### config.mk
export PLATFORM = sky130hd
export DESIGN_NAME = matrix2x2_power_mod_unit
export DESIGN_NICKNAME = d
export VERILOG_FILES = /design/src/rtl/m2pm_pkg.sv /design/src/rtl/matrix2x2_power_mod_unit.sv /design/src/rtl/m2pm_modmul.sv /design/src/rtl/m2pm_seq.sv
export SDC_FILE = /design/constraint.sdc
export NUM_CORES = 1
export LEC_CHECK = 0
export BUFFER_PORTS_ARGS = -buffer_cell sky130_fd_sc_hd__buf_2
export CORE_MARGIN = 2
export CORE_UTILIZATION = 50
export CTS_BUF_LIST = sky130_fd_sc_hd__clkbuf_4
export DETAILED_ROUTE_END_ITERATION = 10
export GPL_ROUTABILITY_DRIVEN = 0
export PLACE_DENSITY = 0.79
export SLEW_MARGIN = 20
export SYNTH_ARGS = -nofsm -noshare
export SYNTH_HDL_FRONTEND = slang
export SYNTH_SLANG_ARGS = --single-unit
### constraint.sdc
create_clock -name clock -period 12.62 [get_ports clock]
set_input_delay 1.262 -clock clock [delete_from_list [all_inputs] [get_ports clock]]
set_output_delay 1.262 -clock clock [all_outputs]
set_load 0.05 [all_outputs]
### src/rtl/m2pm_pkg.sv
// Package for the 2x2 matrix power modulo unit.
// Widths shared by the datapath and sequencer, plus the state codes and control struct of the sequencer.
package m2pm_pkg;

   localparam int unsigned EXP_WIDTH   = 31;
   localparam int unsigned ENTRY_WIDTH = 31;
   localparam int unsigned MOD_WIDTH   = 16;
   localparam int unsigned RES_WIDTH   = 16;
   localparam int unsigned CNT_WIDTH   = 6;
   localparam logic [MOD_WIDTH-1:0] MOD_RESET = 16'hFFFF;

   typedef enum logic [2:0] {
      ST_IDLE,
      ST_REDUCE,
      ST_SCAN,
      ST_SQUARE,
      ST_MULT,
      ST_DONE
   } state_type;

   // Requests from the sequencer to the modular product unit
   typedef struct packed {
      logic start_reduce;
      logic start_square;
      logic start_mult;
   } ctrl_type;

endpackage

### src/rtl/matrix2x2_power_mod_unit.sv
// Top level of the 2x2 matrix power modulo unit: handshakes, modulus register, result register.
// Depends on m2pm_pkg, m2pm_seq and m2pm_modmul.
//
// Raises a 2x2 matrix to a power of at least one, every entry modulo the csr_ modulus
// (0 acts as 65536). One shared bit-serial multiply-accumulate runs each step over all
// 31 operand bits; the entries are reduced in 4 steps, an exponent scan follows, and each
// matrix square or multiply costs 8 steps. One item is worked on at a time; the next item
// is taken only once the previous result has left the output register.
module matrix2x2_power_mod_unit
   import m2pm_pkg::*;
(
   input  logic         clock,
   input  logic         reset,
   input  logic         csr_valid,
   output logic         csr_ready,
   input  logic [15:0]  csr_data,
   input  logic         req_tvalid,
   output logic         req_tready,
   // exponent[30:0], entry_r0c0[61:31], r0c1[92:62], r1c0[123:93], r1c1[154:124], zero pad
   input  logic [159:0] req_tdata,
   output logic         rsp_tvalid,
   input  logic         rsp_tready,
   // result_r0c0[15:0], r0c1[31:16], r1c0[47:32], r1c1[63:48]
   output logic [63:0]  rsp_tdata
);

   logic [MOD_WIDTH-1:0]   mod_ff;
   logic [MOD_WIDTH:0]     mod_eff;
   logic                   busy, done, start;
   logic [4*RES_WIDTH-1:0] result;
   logic [4*RES_WIDTH-1:0] out_ff;
   logic                   out_valid_ff;

   // Modulus register
   always_ff @(posedge clock) begin
      if (reset) begin
         mod_ff <= MOD_RESET;
      end else if (csr_valid && csr_ready) begin
         mod_ff <= csr_data;
      end
   end
   assign csr_ready = 1'b1;
   assign mod_eff   = (mod_ff == '0) ? {1'b1, 16'h0000} : {1'b0, mod_ff};

   // Take a new item only when idle and the output register is empty
   assign req_tready = !busy && !out_valid_ff;
   assign start      = req_tvalid && req_tready;

   m2pm_seq u_seq (
      .clock (clock), .reset (reset), .start (start), .mod (mod_eff),
      .exponent (req_tdata[EXP_WIDTH-1:0]),
      .entries (req_tdata[EXP_WIDTH +: 4*ENTRY_WIDTH]),
      .busy (busy), .done (done), .result (result)
   );

   // Output register
   always_ff @(posedge clock) begin
      if (reset) begin
         out_valid_ff <= 1'b0;
      end else if (done) begin
         out_valid_ff <= 1'b1;
      end else if (rsp_tready) begin
         out_valid_ff <= 1'b0;
      end
      if (done) begin
         out_ff <= result;
      end
   end
   assign rsp_tvalid = out_valid_ff;
   assign rsp_tdata  = out_ff;

   a_no_start_busy: assert property (@(posedge clock) disable iff (reset)
      busy |-> !req_tready) else $error("item taken while busy");
   a_done_after_busy: assert property (@(posedge clock) disable iff (reset)
      done |-> $past(busy)) else $error("done without a job");
   a_out_set: assert property (@(posedge clock) disable iff (reset)
      done |=> rsp_tvalid) else $error("result lost");
   a_no_overwrite: assert property (@(posedge clock) disable iff (reset)
      done |-> !rsp_tvalid) else $error("result overwritten");

endmodule

### src/rtl/m2pm_modmul.sv
// Bit-serial modular multiply-accumulate: (a*b + c) mod m, one bit of b per cycle.
// Depends on m2pm_pkg. Operands a and c must already be below m.
module m2pm_modmul
   import m2pm_pkg::*;
(
   input  logic                 clock,
   input  logic                 reset,
   input  logic                 start,
   input  logic [MOD_WIDTH:0]   mod,
   input  logic [MOD_WIDTH-1:0] a,
   input  logic [ENTRY_WIDTH-1:0] b,
   input  logic [MOD_WIDTH-1:0] c,
   output logic                 done,
   output logic [MOD_WIDTH-1:0] result
);

   logic [ENTRY_WIDTH-1:0] b_ff, b_in;
   logic [MOD_WIDTH:0]     acc_ff, acc_in;
   logic [MOD_WIDTH-1:0]   c_ff, c_in;
   logic [CNT_WIDTH-1:0]   cnt_ff, cnt_in;
   logic                   busy_ff, busy_in;
   logic                   done_ff, done_in;
   logic [MOD_WIDTH+1:0]   dbl, dbl_r, add, add_r, fin, fin_r;

   // Horner step: acc = 2*acc + bit*a, the doubling and the addition each reduced by one
   // conditional subtract; c is added and reduced on the last step
   always_comb begin
      dbl   = {acc_ff, 1'b0};
      dbl_r = (dbl >= {1'b0, mod}) ? dbl - {1'b0, mod} : dbl;
      add   = dbl_r + (b_ff[ENTRY_WIDTH-1] ? {2'b00, a} : '0);
      add_r = (add >= {1'b0, mod}) ? add - {1'b0, mod} : add;
      fin   = {1'b0, add_r[MOD_WIDTH:0]} + {2'b00, c_ff};
      fin_r = (fin >= {1'b0, mod}) ? fin - {1'b0, mod} : fin;
      b_in    = b_ff;
      acc_in  = acc_ff;
      c_in    = c_ff;
      cnt_in  = cnt_ff;
      busy_in = busy_ff;
      done_in = 1'b0;
      if (start) begin
         b_in    = b;
         acc_in  = '0;
         c_in    = c;
         cnt_in  = CNT_WIDTH'(ENTRY_WIDTH);
         busy_in = 1'b1;
      end else if (busy_ff) begin
         acc_in = add_r[MOD_WIDTH:0];
         b_in   = {b_ff[ENTRY_WIDTH-2:0], 1'b0};
         cnt_in = cnt_ff - 1'b1;
         if (cnt_ff == CNT_WIDTH'(1)) begin
            acc_in  = fin_r[MOD_WIDTH:0];
            busy_in = 1'b0;
            done_in = 1'b1;
         end
      end
   end

   // Control and datapath registers
   always_ff @(posedge clock) begin
      if (reset) begin
         busy_ff <= 1'b0;
         done_ff <= 1'b0;
         cnt_ff  <= '0;
      end else begin
         busy_ff <= busy_in;
         done_ff <= done_in;
         cnt_ff  <= cnt_in;
      end
      b_ff   <= b_in;
      acc_ff <= acc_in;
      c_ff   <= c_in;
   end

   assign done   = done_ff;
   assign result = acc_ff[MOD_WIDTH-1:0];

endmodule

### src/rtl/m2pm_seq.sv
// Sequencer: reduces the entries, scans the exponent and issues matrix products.
// Depends on m2pm_pkg and m2pm_modmul; one modmul serves all entries in turn.
module m2pm_seq
   import m2pm_pkg::*;
(
   input  logic                   clock,
   input  logic                   reset,
   input  logic                   start,
   input  logic [MOD_WIDTH:0]     mod,
   input  logic [EXP_WIDTH-1:0]   exponent,
   input  logic [4*ENTRY_WIDTH-1:0] entries,
   output logic                   busy,
   output logic                   done,
   output logic [4*RES_WIDTH-1:0] result
);

   state_type state_ff, state_in;
   logic [EXP_WIDTH-1:0]   exp_ff, exp_in;
   logic [CNT_WIDTH-1:0]   bits_ff, bits_in;
   logic [ENTRY_WIDTH-1:0] raw_ff [4];
   logic [MOD_WIDTH-1:0]   base_ff [4];
   logic [MOD_WIDTH-1:0]   acc_ff [4];
   logic [MOD_WIDTH-1:0]   nxt_ff [4];
   // step: bit0 = which term of the dot product, bits 2:1 = result entry
   logic [2:0]             step_ff, step_in;
   logic                   issue_ff, issue_in;
   logic                   mm_start, mm_done;
   logic [MOD_WIDTH-1:0]   mm_a, mm_c, mm_res, part_ff;
   logic [ENTRY_WIDTH-1:0] mm_b;
   logic [1:0]             row, col, xi, yi;
   ctrl_type               ctrl;

   m2pm_modmul u_mm (
      .clock (clock), .reset (reset), .start (mm_start), .mod (mod),
      .a (mm_a), .b (mm_b), .c (mm_c), .done (mm_done), .result (mm_res)
   );

   // Operand selection: entry (row,col) = x[row,0]*y[0,col] + x[row,1]*y[1,col]
   always_comb begin
      row  = {1'b0, step_ff[2]};
      col  = {1'b0, step_ff[1]};
      xi   = {row[0], step_ff[0]};
      yi   = {step_ff[0], col[0]};
      mm_c = step_ff[0] ? part_ff : '0;
      mm_a = acc_ff[xi];
      mm_b = '0;
      ctrl = '0;
      case (state_ff)
         ST_REDUCE: begin
            ctrl.start_reduce = issue_ff;
            mm_a = 16'd1;
            mm_c = '0;
            mm_b = raw_ff[step_ff[1:0]];
         end
         ST_SQUARE: begin
            ctrl.start_square = issue_ff;
            mm_b = ENTRY_WIDTH'(acc_ff[yi]);
         end
         ST_MULT: begin
            ctrl.start_mult = issue_ff;
            mm_b = ENTRY_WIDTH'(base_ff[yi]);
         end
         default: ;
      endcase
      mm_start = ctrl.start_reduce | ctrl.start_square | ctrl.start_mult;
   end

   // Next state
   always_comb begin
      state_in = state_ff;
      exp_in   = exp_ff;
      bits_in  = bits_ff;
      step_in  = step_ff;
      issue_in = 1'b0;
      case (state_ff)
         ST_IDLE: begin
            if (start) begin
               state_in = ST_REDUCE;
               exp_in   = exponent;
               bits_in  = CNT_WIDTH'(EXP_WIDTH);
               step_in  = '0;
               issue_in = 1'b1;
            end
         end
         ST_REDUCE: begin
            if (mm_done) begin
               if (step_ff == 3'd3) begin
                  state_in = ST_SCAN;
               end else begin
                  step_in  = step_ff + 1'b1;
                  issue_in = 1'b1;
               end
            end
         end
         ST_SCAN: begin
            // drop bits up to and including the leading one
            exp_in  = {exp_ff[EXP_WIDTH-2:0], 1'b0};
            bits_in = bits_ff - 1'b1;
            if (exp_ff[EXP_WIDTH-1] || bits_ff == CNT_WIDTH'(1)) begin
               if (bits_ff == CNT_WIDTH'(1)) begin
                  state_in = ST_DONE;
               end else begin
                  state_in = ST_SQUARE;
                  step_in  = '0;
                  issue_in = 1'b1;
               end
            end
         end
         ST_SQUARE, ST_MULT: begin
            if (mm_done) begin
               if (step_ff == 3'd7) begin
                  step_in = '0;
                  if (state_ff == ST_SQUARE && exp_ff[EXP_WIDTH-1]) begin
                     state_in = ST_MULT;
                     issue_in = 1'b1;
                  end else if (bits_ff == CNT_WIDTH'(1)) begin
                     state_in = ST_DONE;
                  end else begin
                     exp_in   = {exp_ff[EXP_WIDTH-2:0], 1'b0};
                     bits_in  = bits_ff - 1'b1;
                     state_in = ST_SQUARE;
                     issue_in = 1'b1;
                  end
               end else begin
                  step_in  = step_ff + 1'b1;
                  issue_in = 1'b1;
               end
            end
         end
         ST_DONE:  state_in = ST_IDLE;
         default:  state_in = ST_IDLE;
      endcase
   end

   always_ff @(posedge clock) begin
      if (reset) begin
         state_ff <= ST_IDLE;
         issue_ff <= 1'b0;
      end else begin
         state_ff <= state_in;
         issue_ff <= issue_in;
      end
      exp_ff  <= exp_in;
      bits_ff <= bits_in;
      step_ff <= step_in;
   end

   // Matrix registers
   always_ff @(posedge clock) begin
      if (state_ff == ST_IDLE && start) begin
         for (int i = 0; i < 4; i++) begin
            raw_ff[i] <= entries[i*ENTRY_WIDTH +: ENTRY_WIDTH];
         end
      end
      if (mm_done) begin
         case (state_ff)
            ST_REDUCE: begin
               base_ff[step_ff[1:0]] <= mm_res;
               acc_ff[step_ff[1:0]]  <= mm_res;
            end
            ST_SQUARE, ST_MULT: begin
               if (!step_ff[0]) begin
                  part_ff <= mm_res;
               end else begin
                  nxt_ff[step_ff[2:1]] <= mm_res;
                  if (step_ff == 3'd7) begin
                     acc_ff[0] <= nxt_ff[0];
                     acc_ff[1] <= nxt_ff[1];
                     acc_ff[2] <= nxt_ff[2];
                     acc_ff[3] <= mm_res;
                  end
               end
            end
            default: ;
         endcase
      end
   end

   assign busy   = (state_ff != ST_IDLE);
   assign done   = (state_ff == ST_DONE);
   assign result = {acc_ff[3], acc_ff[2], acc_ff[1], acc_ff[0]};

endmodule

---- After elaboration in Yosys (flattened, before gate mapping) ----
Memory sizes are Yosys's and may differ from the RTL's. A register that Yosys moved wholly into a read port is not among the register bits.
Index checks and enable logic that the tools add are counted.
storage, ports and cells
  register bits ........................... 149
  input port bits ......................... 181
  RAM bits ................................ 316
  memories ................................ 4
  logic and storage cells ................. 156
  output and inout bits ................... 67
memories
  memory         depth  bits a word  rd ports  clocked after Yosys merged registers in  wr ports  RTL line        text
  u_seq.raw_ff   4      31           1         1                                        4         m2pm_seq.sv:20  logic [ENTRY_WIDTH-1:0] raw_ff [4];
  u_seq.acc_ff   4      16           6         6                                        4         m2pm_seq.sv:22  logic [MOD_WIDTH-1:0] acc_ff [4];
  u_seq.base_ff  4      16           1         1                                        1         m2pm_seq.sv:21  logic [MOD_WIDTH-1:0] base_ff [4];
  u_seq.nxt_ff   4      16           3         0                                        1         m2pm_seq.sv:23  logic [MOD_WIDTH-1:0] nxt_ff [4];
cells by class
  equal/unequal tests ..................... 19
  add/subtract/negate cells ............... 8
  $lt $le $gt $ge ......................... 3
  bitwise gates (word level) .............. 4
  muxes and demuxes ....................... 80
  reductions and logical operators ........ 23
operators by type and width
  kind                   number
  $mux W31               7
  $pmux W31 S3           2
  $mux W17               4
  $ge A18 B17 Y1         3
  $mux W16               3
  $mux W3                15
  $sub A17 B17 Y17       2
  $mux W1                32
  $mux W6                5
  $pmux W3 S4            2
  $add A17 B16 Y18       1
  $add A18 B16 Y18       1
  $mux W18               1
  $pmux W6 S3            1
  $sub A18 B17 Y18       1
  $logic_not A16 Y1      1
  $reduce_or A16 Y1      1
  $eq A6 B1 Y1 const B   2
  $ne A2 B2 Y1 const B   6
  $reduce_and A6 Y1      2
  $sub A6 B1 Y6 const B  2
  $mux W2                5
  $mux W5                2
  $eq A3 B2 Y1 const B   3
  other kinds (18)       33

---- Longest topological paths before layout ----
Gate-level depths: netlist (run 1).
  depth after elaboration ................. 11
  depth in mapped cells ................... 51
  gate-level depth less buffers ........... 48

---- Modules after synthesis ----
Synthesis (run 1) repeated with hierarchy kept, for this count alone.
unflattened totals
  cell total of the unflattened synthesis .. 1896
  area total of the unflattened synthesis .. 25194.2 µm²
modules (own cells, without submodules)
  module                    times used  sequential area each (µm²)  area an instance (µm²)  cells an instance
  m2pm_seq                  1           10830.4                     14988.1                 915
  m2pm_modmul               1           1911.8                      7533.5                  835
  matrix2x2_power_mod_unit  1           2262.2                      2672.6                  146

---- Worst setup path before layout (run 1) ----
No wires, ideal clock.
  path type ............................... reg-to-reg
  from .................................... register u_seq.u_mm.acc_ff[10]
  to ...................................... register u_seq.u_mm.acc_ff[0]
  buffers on the path ..................... 4
  library setup time ...................... 136 ps
  path slack .............................. 3217 ps
  cell stages (with the launch flop) ...... 49
  clock period less this slack ............ 9403 ps
  arrival ................................. 9267 ps
  cells stage by stage .................... dfxtp_1 -> ha_1 -> buf_2 -> and3_1 -> and4_1 -> a311oi_1 -> nand2_1 -> clkbuf_1 -> nor2_1 -> a21oi_1 -> ha_1 -> a21oi_1 -> and2_1 -> o21ai_0 -> a21oi_1 -> o21bai_1 -> a21o_1 -> a21oi_1 -> [... 13 more ...] -> a21oi_1 -> nor2b_1 -> nor2_1 -> o21ai_0 -> a41oi_1 -> a211o_1 -> o21a_1 -> xnor2_1 -> ha_1 -> nand2_1 -> or3_1 -> o41ai_1 -> a21oi_1 -> o21ai_0 -> a21oi_4 -> buf_12 -> mux2i_1 -> o2bb2ai_1
between the ends
  word-level cells in the longest chain between the ends .. 9
  elaborated cells on any way between the ends .. 12
  classes of those cells .................. add/sub (5); order compare (3); mux (4)
ends and longest elaborated chain
  element                                                    RTL line           text
  from (decl)                                                m2pm_modmul.sv:18  logic [MOD_WIDTH:0] acc_ff, acc_in;
  from (signal assigned)                                     m2pm_modmul.sv:70  acc_ff <= acc_in;
  $sub A18 B17 Y18 / $ge A18 B17 Y1 (equally long branches)  m2pm_modmul.sv:29  dbl_r = (dbl >= {1'b0, mod}) ? dbl - {1'b0, mod} : dbl;
  $mux W18 (*)                                               m2pm_modmul.sv:29
  $add A18 B16 Y18 (*)                                       m2pm_modmul.sv:30  add = dbl_r + (b_ff[ENTRY_WIDTH-1] ? {2'b00, a} : '0);
  $ge A18 B17 Y1 / $sub A17 B17 Y17 (equally long branches)  m2pm_modmul.sv:31  add_r = (add >= {1'b0, mod}) ? add - {1'b0, mod} : add;
  $mux W17 (*)                                               m2pm_modmul.sv:31
  $add A17 B16 Y18                                           m2pm_modmul.sv:32  fin = {1'b0, add_r[MOD_WIDTH:0]} + {2'b00, c_ff};
  $sub A17 B17 Y17 / $ge A18 B17 Y1 (equally long branches)  m2pm_modmul.sv:33  fin_r = (fin >= {1'b0, mod}) ? fin - {1'b0, mod} : fin;
  $mux W17                                                   m2pm_modmul.sv:33
  $mux W17 (*)                                               m2pm_modmul.sv:50  if (cnt_ff == CNT_WIDTH'(1)) begin
Every way passes the cells marked *; elsewhere a longest branch is shown, timed or not.
A chain may end at the register's enable or synchronous reset.

---- Worst setup path in the final report (run 1) ----
  from .................................... register mod_ff[0]
  to ...................................... register u_seq.u_mm.acc_ff[5]
between the ends
  word-level cells in the longest chain between the ends .. 11
  elaborated cells on any way between the ends .. 14
  classes of those cells .................. add/sub (5); order compare (3); mux (5); reduce/logical (1)
ends and longest elaborated chain
  element                                                    RTL line                        text
  from (decl)                                                matrix2x2_power_mod_unit.sv:27  logic [MOD_WIDTH-1:0] mod_ff;
  from (signal assigned)                                     matrix2x2_power_mod_unit.sv:39  mod_ff <= csr_data;
  $logic_not A16 Y1                                          matrix2x2_power_mod_unit.sv:43  assign mod_eff = (mod_ff == '0) ? {1'b1, 16'h0000} : {1'b0, mod_ff};
  $mux W17 (*)                                               matrix2x2_power_mod_unit.sv:43
  $sub A18 B17 Y18 / $ge A18 B17 Y1 (equally long branches)  m2pm_modmul.sv:29
  $mux W18                                                   m2pm_modmul.sv:29
  $add A18 B16 Y18                                           m2pm_modmul.sv:30
  $sub A17 B17 Y17 / $ge A18 B17 Y1 (equally long branches)  m2pm_modmul.sv:31
  $mux W17                                                   m2pm_modmul.sv:31
  $add A17 B16 Y18                                           m2pm_modmul.sv:32
  $sub A17 B17 Y17 / $ge A18 B17 Y1 (equally long branches)  m2pm_modmul.sv:33
  $mux W17                                                   m2pm_modmul.sv:33
  $mux W17 (*)                                               m2pm_modmul.sv:50
Marked as above.

==> flow_metrics.env, run 1 <==
export IMPL_wl_met1_um=23600
export IMPL_grt_overflow=0
export IMPL_synth_cells=1851
export IMPL_hold_viol=0
export IMPL_status="complete, no violations"
export IMPL_antenna_found_initial=2
export IMPL_finalMaxSlewViolations=0
export IMPL_vias=16900
export IMPL_setup_tns_final_ns=0
export IMPL_hold_slack_ns=0.451
export IMPL_placedCellCount=2701
export IMPL_initial_core_util_pct=50.4
export IMPL_placeableCoreArea_mm2=0.0487
export IMPL_nNetsFinal=2456
export IMPL_routed_via_density=5.75
export IMPL_final_cells=2936
export IMPL_required_ns=13.45
export IMPL_cts_sinks=516
export IMPL_hold_depth=0
export IMPL_maxSlewHeadroom_pct=32.0
export IMPL_die_y_um=226
export IMPL_detail_route_iter0_violations=1594
export IMPL_grt_max_degree=66
export IMPL_htree_levels=4
export IMPL_synth_compound_area_share_pct=9.87
export IMPL_grt_usage_pct=24.5
export IMPL_criticalPathCategory="register to register"
export IMPL_synth_edf_count=467
export IMPL_synth_ff_type="edfxtp_1"
export IMPL_synthArstFlopShare_pct=0
export IMPL_dieArea_mm2=0.0509
export IMPL_dp_hpwl_um=41400
export IMPL_startpoint="mod_ff[0]"
export IMPL_synth_top_family_by_area="simple AND/OR/NAND/NOR gates"
export IMPL_cts_resized=0
export IMPL_area_delta_synth_final_pct=15.1
export IMPL_synth_mux_area_share_pct=8.99
export IMPL_io_pins=248
export IMPL_fmax_mhz=86.6
export IMPL_hold_class="register to register"
export IMPL_min_from="u_seq.acc_ff[3][4]"
export IMPL_clk_latency_ns=0.95
export IMPL_synth_distinct_cells=81
export IMPL_wl_per_cell_um=20.8
export IMPL_ys_seq_area_share_pct=61.1
export IMPL_crit_slowest_cell="nor4_1"
export IMPL_synth_simple_gate_area_share_pct=10.2
export IMPL_reg2reg_depth=44
export IMPL_cts_root_buf="clkbuf_4"
export IMPL_arrival_ns=12.38
export IMPL_r2r_slack_ns=1.07
export IMPL_end_kind="register"
export IMPL_grt_pass1_vias=17400
export IMPL_setup_viol=0
export IMPL_port_buffers=241
export IMPL_drc_errors=0
export IMPL_synth_xor_area_share_pct=2.57
export IMPL_numCtsBuffers=135
export IMPL_utilization_pct=58.0
export IMPL_grt_pass1_wl_um=93900
export IMPL_cts_tree="yes"
export IMPL_synth_fp_nets=2132
export IMPL_finClkSkew_ns=0.0604
export IMPL_ys_ff_latch=516
export IMPL_wl_met2_um=29900
export IMPL_crit_fanout=27
export IMPL_startpoint_type="register"
export IMPL_max_stage_delay_ns=0.54
export IMPL_wl_met3_um=5240
export IMPL_cp_common_cell="a21oi_1"
export IMPL_drive_gt1_share_pct=25.4
export IMPL_period_minus_slack_ns=11.55
export IMPL_die_x_um=226
export IMPL_period_share_pct=91.5
export IMPL_worst_pin_slew_ns=1.02
export IMPL_ys_warn_count=0
export IMPL_drtPass1Iterations=7
export IMPL_antenna_left=0
export IMPL_clk_pin_slew_worst_paths_ns=0.06
export IMPL_rows=81
export IMPL_cap_violations=0
export IMPL_highest_layer="met4"
export IMPL_reg2reg_from="mod_ff[0]"
export IMPL_holdBufCountCts=0
export IMPL_post_cts_buffers=0
export IMPL_rsz0062_at_grt="false"
export IMPL_synthAdderAreaFrac_pct=5.25
export IMPL_totalWireLength_um=61100
export IMPL_cts_buffer_depth=3
export IMPL_syn_area_mm2=0.0246
export IMPL_syn_avg_cell_area_um2=13.3
-- final timing paths --
kind / end
worst min-delay path: rsp_tdata[52]
worst min register to register: rsp_tdata[52]
worst max register to register: u_seq.u_mm.acc_ff[5]
worst max-delay path: u_seq.u_mm.acc_ff[5]
-- cells by family (layout without fill, tap and decap cells) --
group	Yosys count	count (layout)
AOI/OAI and AO/OA	365	365
adders and majority gates	100	100
xor gates and xnor gates	72	72
buffers and inverters	129	548
and+or+nand+nor	546	546
DFF	516	516
muxes	122	122
other	1	3
-- cells in the final DEF (no fill, tap or decap), types with 38 or more instances in the layout --
| cell type | n |
|---|---|
| edfxtp_1 | 467 |
| nand2_1 | 289 |
| buf_2 | 241 |
| clkbuf_4 | 180 |
| ha_1 | 95 |
| a21oi_1 | 89 |
| mux4_2 | 78 |
| o21ai_0 | 69 |
| nor2_1 | 54 |
| inv_1 | 48 |
| xnor2_1 | 48 |
| dfxtp_1 | 46 |
| nand3_1 | 38 |
-- state kept, by name, indices dropped and copies added (netlist names), 6 cells and up, named ones only --
register and cells:
rsp_tdata 64, u_seq.acc_ff 64, u_seq.part_ff 16, u_seq.raw_ff 124, u_seq.exp_ff 31, u_seq.u_mm.cnt_ff 6
mod_ff 16, u_seq.nxt_ff 48, u_seq.base_ff 64, u_seq.u_mm.b_ff 31, u_seq.u_mm.c_ff 16, u_seq.bits_ff 6
u_seq.u_mm.acc_ff 17
-- worst max-delay path: cells and delay by family, from the launching register on --
kind / cells / cell delay (ns)
adder cells (fa/ha/maj): 6 / 2.21
AND/OR/NAND/NOR: 12 / 2.78
flip-flops: 1 / 0.39
buffers and inverters: 1 / 0.24
multiplexers: 1 / 0.31
AO/OA/AOI/OAI: 22 / 5.12
XOR/XNOR: 2 / 0.37
-- area by class of cell --
class                   count  area, µm²
diodes                      2       5.00
fillers                  3743      20500
flip-flops and latches    516      15000
well taps                 664        831
multi-input cells        1206       9110
inverters                  49        184
clock inverters            52        368
repair buffers            267       1420
clock buffers             180       1350
-- metal layers --
| layer | global-route usage [%] | vias to the layer above |
|---|---|---|
| met3 | 6.31 | 137 |
| met1 | 29.2 | 8208 |
| li1 | - | 7778 |
| met2 | 41.1 | 766 |
| met5 | 0 | - |
| met4 | 12.8 | 0 |
-- metrics by stage --
stage               setup slack, ns  instance area [µm²]
finish                         1.07                28300
global route                  0.230                28300
CTS                            1.24                28200
detailed placement             1.30                26500
global placement               1.62                26500
floorplan                      3.22                24600
-- synth_stat cells, drive strengths merged, types with 9 or more instances --
library cell  instances  area [µm²]
edfxtp              467       14000
nand2               290        1090
ha                   95        1190
a21oi                91         467
o21ai                87         439
mux4                 78        1760
clkbuf               63         236
nor2                 57         214
dfxtp                49         981
inv                  48         180
xnor2                48         420
nand3                38         190
mux2i                36         360
nor2b                30         188
nor3                 27         135
a21o                 26         195
and2                 26         163
o211ai               24         180
xor2                 24         210
and3                 17         116
buf                  17        86.3
a22o                 16         140
or3                  16         100
a32o                 15         150
nand2b               15        93.8
a22oi                14         105
a211oi               12        90.1
a31oi                11        68.8
o21a                 10        75.1
nor4                  9        56.3
o21bai                9        67.6
Power of run 1 is left out: the tool's default activity adds up to more than one toggle a clock period on the data nets, which glitch-free logic cannot reach.
==> run 2, diff against run 1 <==
--- a/config.mk
+++ b/config.mk
@@ -6,12 +6,13 @@
 export NUM_CORES = 1
 export LEC_CHECK = 0
 export BUFFER_PORTS_ARGS = -buffer_cell sky130_fd_sc_hd__buf_2
+export CORE_ASPECT_RATIO = 1.4
 export CORE_MARGIN = 2
-export CORE_UTILIZATION = 50
+export CORE_UTILIZATION = 33
 export CTS_BUF_LIST = sky130_fd_sc_hd__clkbuf_4
 export DETAILED_ROUTE_END_ITERATION = 10
 export GPL_ROUTABILITY_DRIVEN = 0
-export PLACE_DENSITY = 0.79
+export PLACE_DENSITY = 0.6
 export SLEW_MARGIN = 20
 export SYNTH_ARGS = -nofsm -noshare
 export SYNTH_HDL_FRONTEND = slang
==> run 2 against run 1 <==
Net effect: routed wire length increased by 11%; sequential share of layout area decreased by 0.75 points; cell count increased by 10%; utilization decreased by 19 points; via count about the same; non-clock buffer count increased by 9.
==> flow_metrics.env, run 2 (synthesized netlist as in run 1, its figures left out) <==
export IMPL_criticalPathCategory="register to register"
export IMPL_rows=118
export IMPL_r2r_slack_ns=1.01
export IMPL_clk_pin_slew_worst_paths_ns=0.06
export IMPL_fmax_mhz=86.2
export IMPL_arrival_ns=12.39
export IMPL_cts_resized=0
export IMPL_numCtsBuffers=130
export IMPL_vias=16900
export IMPL_grt_overflow=0
export IMPL_grt_usage_pct=17.5
export IMPL_reg2reg_from="mod_ff[0]"
export IMPL_cap_violations=0
export IMPL_period_share_pct=92.0
export IMPL_clk_latency_ns=0.98
export IMPL_rsz0062_at_grt="false"
export IMPL_maxSlewHeadroom_pct=25.1
export IMPL_totalWireLength_um=67700
export IMPL_top_register="u_seq.raw_ff"
export IMPL_cts_root_buf="clkbuf_4"
export IMPL_hold_class="register to register"
export IMPL_nNetsFinal=2460
export IMPL_drtPass1Iterations=8
export IMPL_place_area_mm2=0.0270
export IMPL_cts_sinks=516
export IMPL_worst_pin_slew_ns=1.12
export IMPL_max_stage_delay_ns=0.54
export IMPL_dp_hpwl_um=48200
export IMPL_final_cell_mix="edfxtp_1 (467), nand2_1 (288), buf_2 (241), clkbuf_4 (183), ha_1 (95)"
export IMPL_initial_core_util_pct=33.3
export IMPL_period_minus_slack_ns=11.61
export IMPL_min_to="rsp_tdata[5]"
export IMPL_placeableCoreArea_mm2=0.0738
export IMPL_grt_pass1_wl_um=101000
export IMPL_cp_common_cell="a21oi_1"
export IMPL_crit_fanout=27
export IMPL_antenna_left=0
export IMPL_setup_viol=0
export IMPL_finalMaxSlewViolations=0
export IMPL_die_y_um=327
export IMPL_area_delta_synth_final_pct=16.8
export IMPL_rr_endpoint="u_seq.u_mm.acc_ff[5]"
export IMPL_reg2reg_depth=46
export IMPL_finClkSkew_ns=0.127
export IMPL_fin_area_mm2=0.0287
export IMPL_startpoint_type="register"
export IMPL_status="complete, no violations"
export IMPL_die_x_um=235
export IMPL_wl_per_cell_um=20.9
export IMPL_dieArea_mm2=0.0767
export IMPL_drive_gt1_share_pct=26.2
export IMPL_holdBufCountCts=0
export IMPL_htree_levels=4
export IMPL_drc_errors=0
export IMPL_cts_tree="yes"
export IMPL_largest_reg_flops=124
export IMPL_grt_pass1_vias=17100
export IMPL_io_pins=248
export IMPL_post_cts_buffers=0
export IMPL_cts_buffer_depth=3
export IMPL_hold_depth=0
export IMPL_antenna_found_initial=7
export IMPL_grt_max_degree=70
export IMPL_required_ns=13.41
export IMPL_crit_slowest_cell="dfxtp_1"
export IMPL_port_buffers=241
export IMPL_setup_tns_final_ns=0
export IMPL_end_kind="register"
export IMPL_final_common_cell="edfxtp_1"
export IMPL_hold_viol=0
export IMPL_min_from="u_seq.acc_ff[0][5]"
export IMPL_detail_route_iter0_violations=1325
export IMPL_routed_via_density=5.21
run 2: worst max-delay path: cells and delay by family (launching register included):
| kind | cells | cell delay (ns) |
|---|---|---|
| xor gates and xnor gates | 2 | 0.37 |
| AOI/OAI and AO/OA | 26 | 5.92 |
| buffers and inverters | 2 | 0.49 |
| and+or+nand+nor | 9 | 1.60 |
| DFF | 1 | 0.54 |
| muxes | 1 | 0.32 |
| adders and majority gates | 6 | 2.17 |
run 2: worst max-delay path by stage:
| stage | from | endpoint | slack [ns] | cells past startpoint |
|---|---|---|---|---|
| after floorplan | u_seq.u_mm.acc_ff[10] | u_seq.u_mm.acc_ff[0] | 3.22 | 48 |
| after global placement | mod_ff[0] | u_seq.u_mm.acc_ff[12] | 1.47 | 46 |
| after detailed placement | mod_ff[0] | u_seq.u_mm.acc_ff[5] | 1.32 | 46 |
| after CTS | mod_ff[0] | u_seq.u_mm.acc_ff[5] | 1.16 | 46 |
| after global routing | mod_ff[0] | u_seq.u_mm.acc_ff[5] | 0.39 | 46 |
| final | mod_ff[0] | u_seq.u_mm.acc_ff[5] | 1.01 | 46 |
run 2: cell type report:
type | count | area, µm²
Antenna cell | 6 | 15.0
Clock buffer | 183 | 1370
Clock inverter | 45 | 294
Fill cell | 6987 | 45100
Inverter | 49 | 184
Multi-Input combinational cell | 1206 | 9120
Sequential cell | 516 | 15000
Tap cell | 960 | 1200
Timing Repair Buffer | 276 | 1480
run 2: routing by layer:
metal | up-vias | track usage, % | part of all wire (%)
met5 | - | 0 | 0
met4 | 0 | 7.64 | 3.7
met3 | 151 | 3.88 | 6.6
met2 | 620 | 30.3 | 51
met1 | 8322 | 20.8 | 39
li1 | 7802 | - | -
run 2: per-stage QoR:
stage               instances  worst slack [ns]  hold slack [ns]  utilization [%]
CTS                      3235              1.16            0.390             38.8
global placement         3005              1.47            0.452             36.5
global route             3240             0.392            0.404             38.9
floorplan                1851              3.22            0.437                -
finish                   3241              1.01            0.437             38.9
detailed placement       3007              1.32            0.461             36.6
Power of run 2 is left out for the same reason.
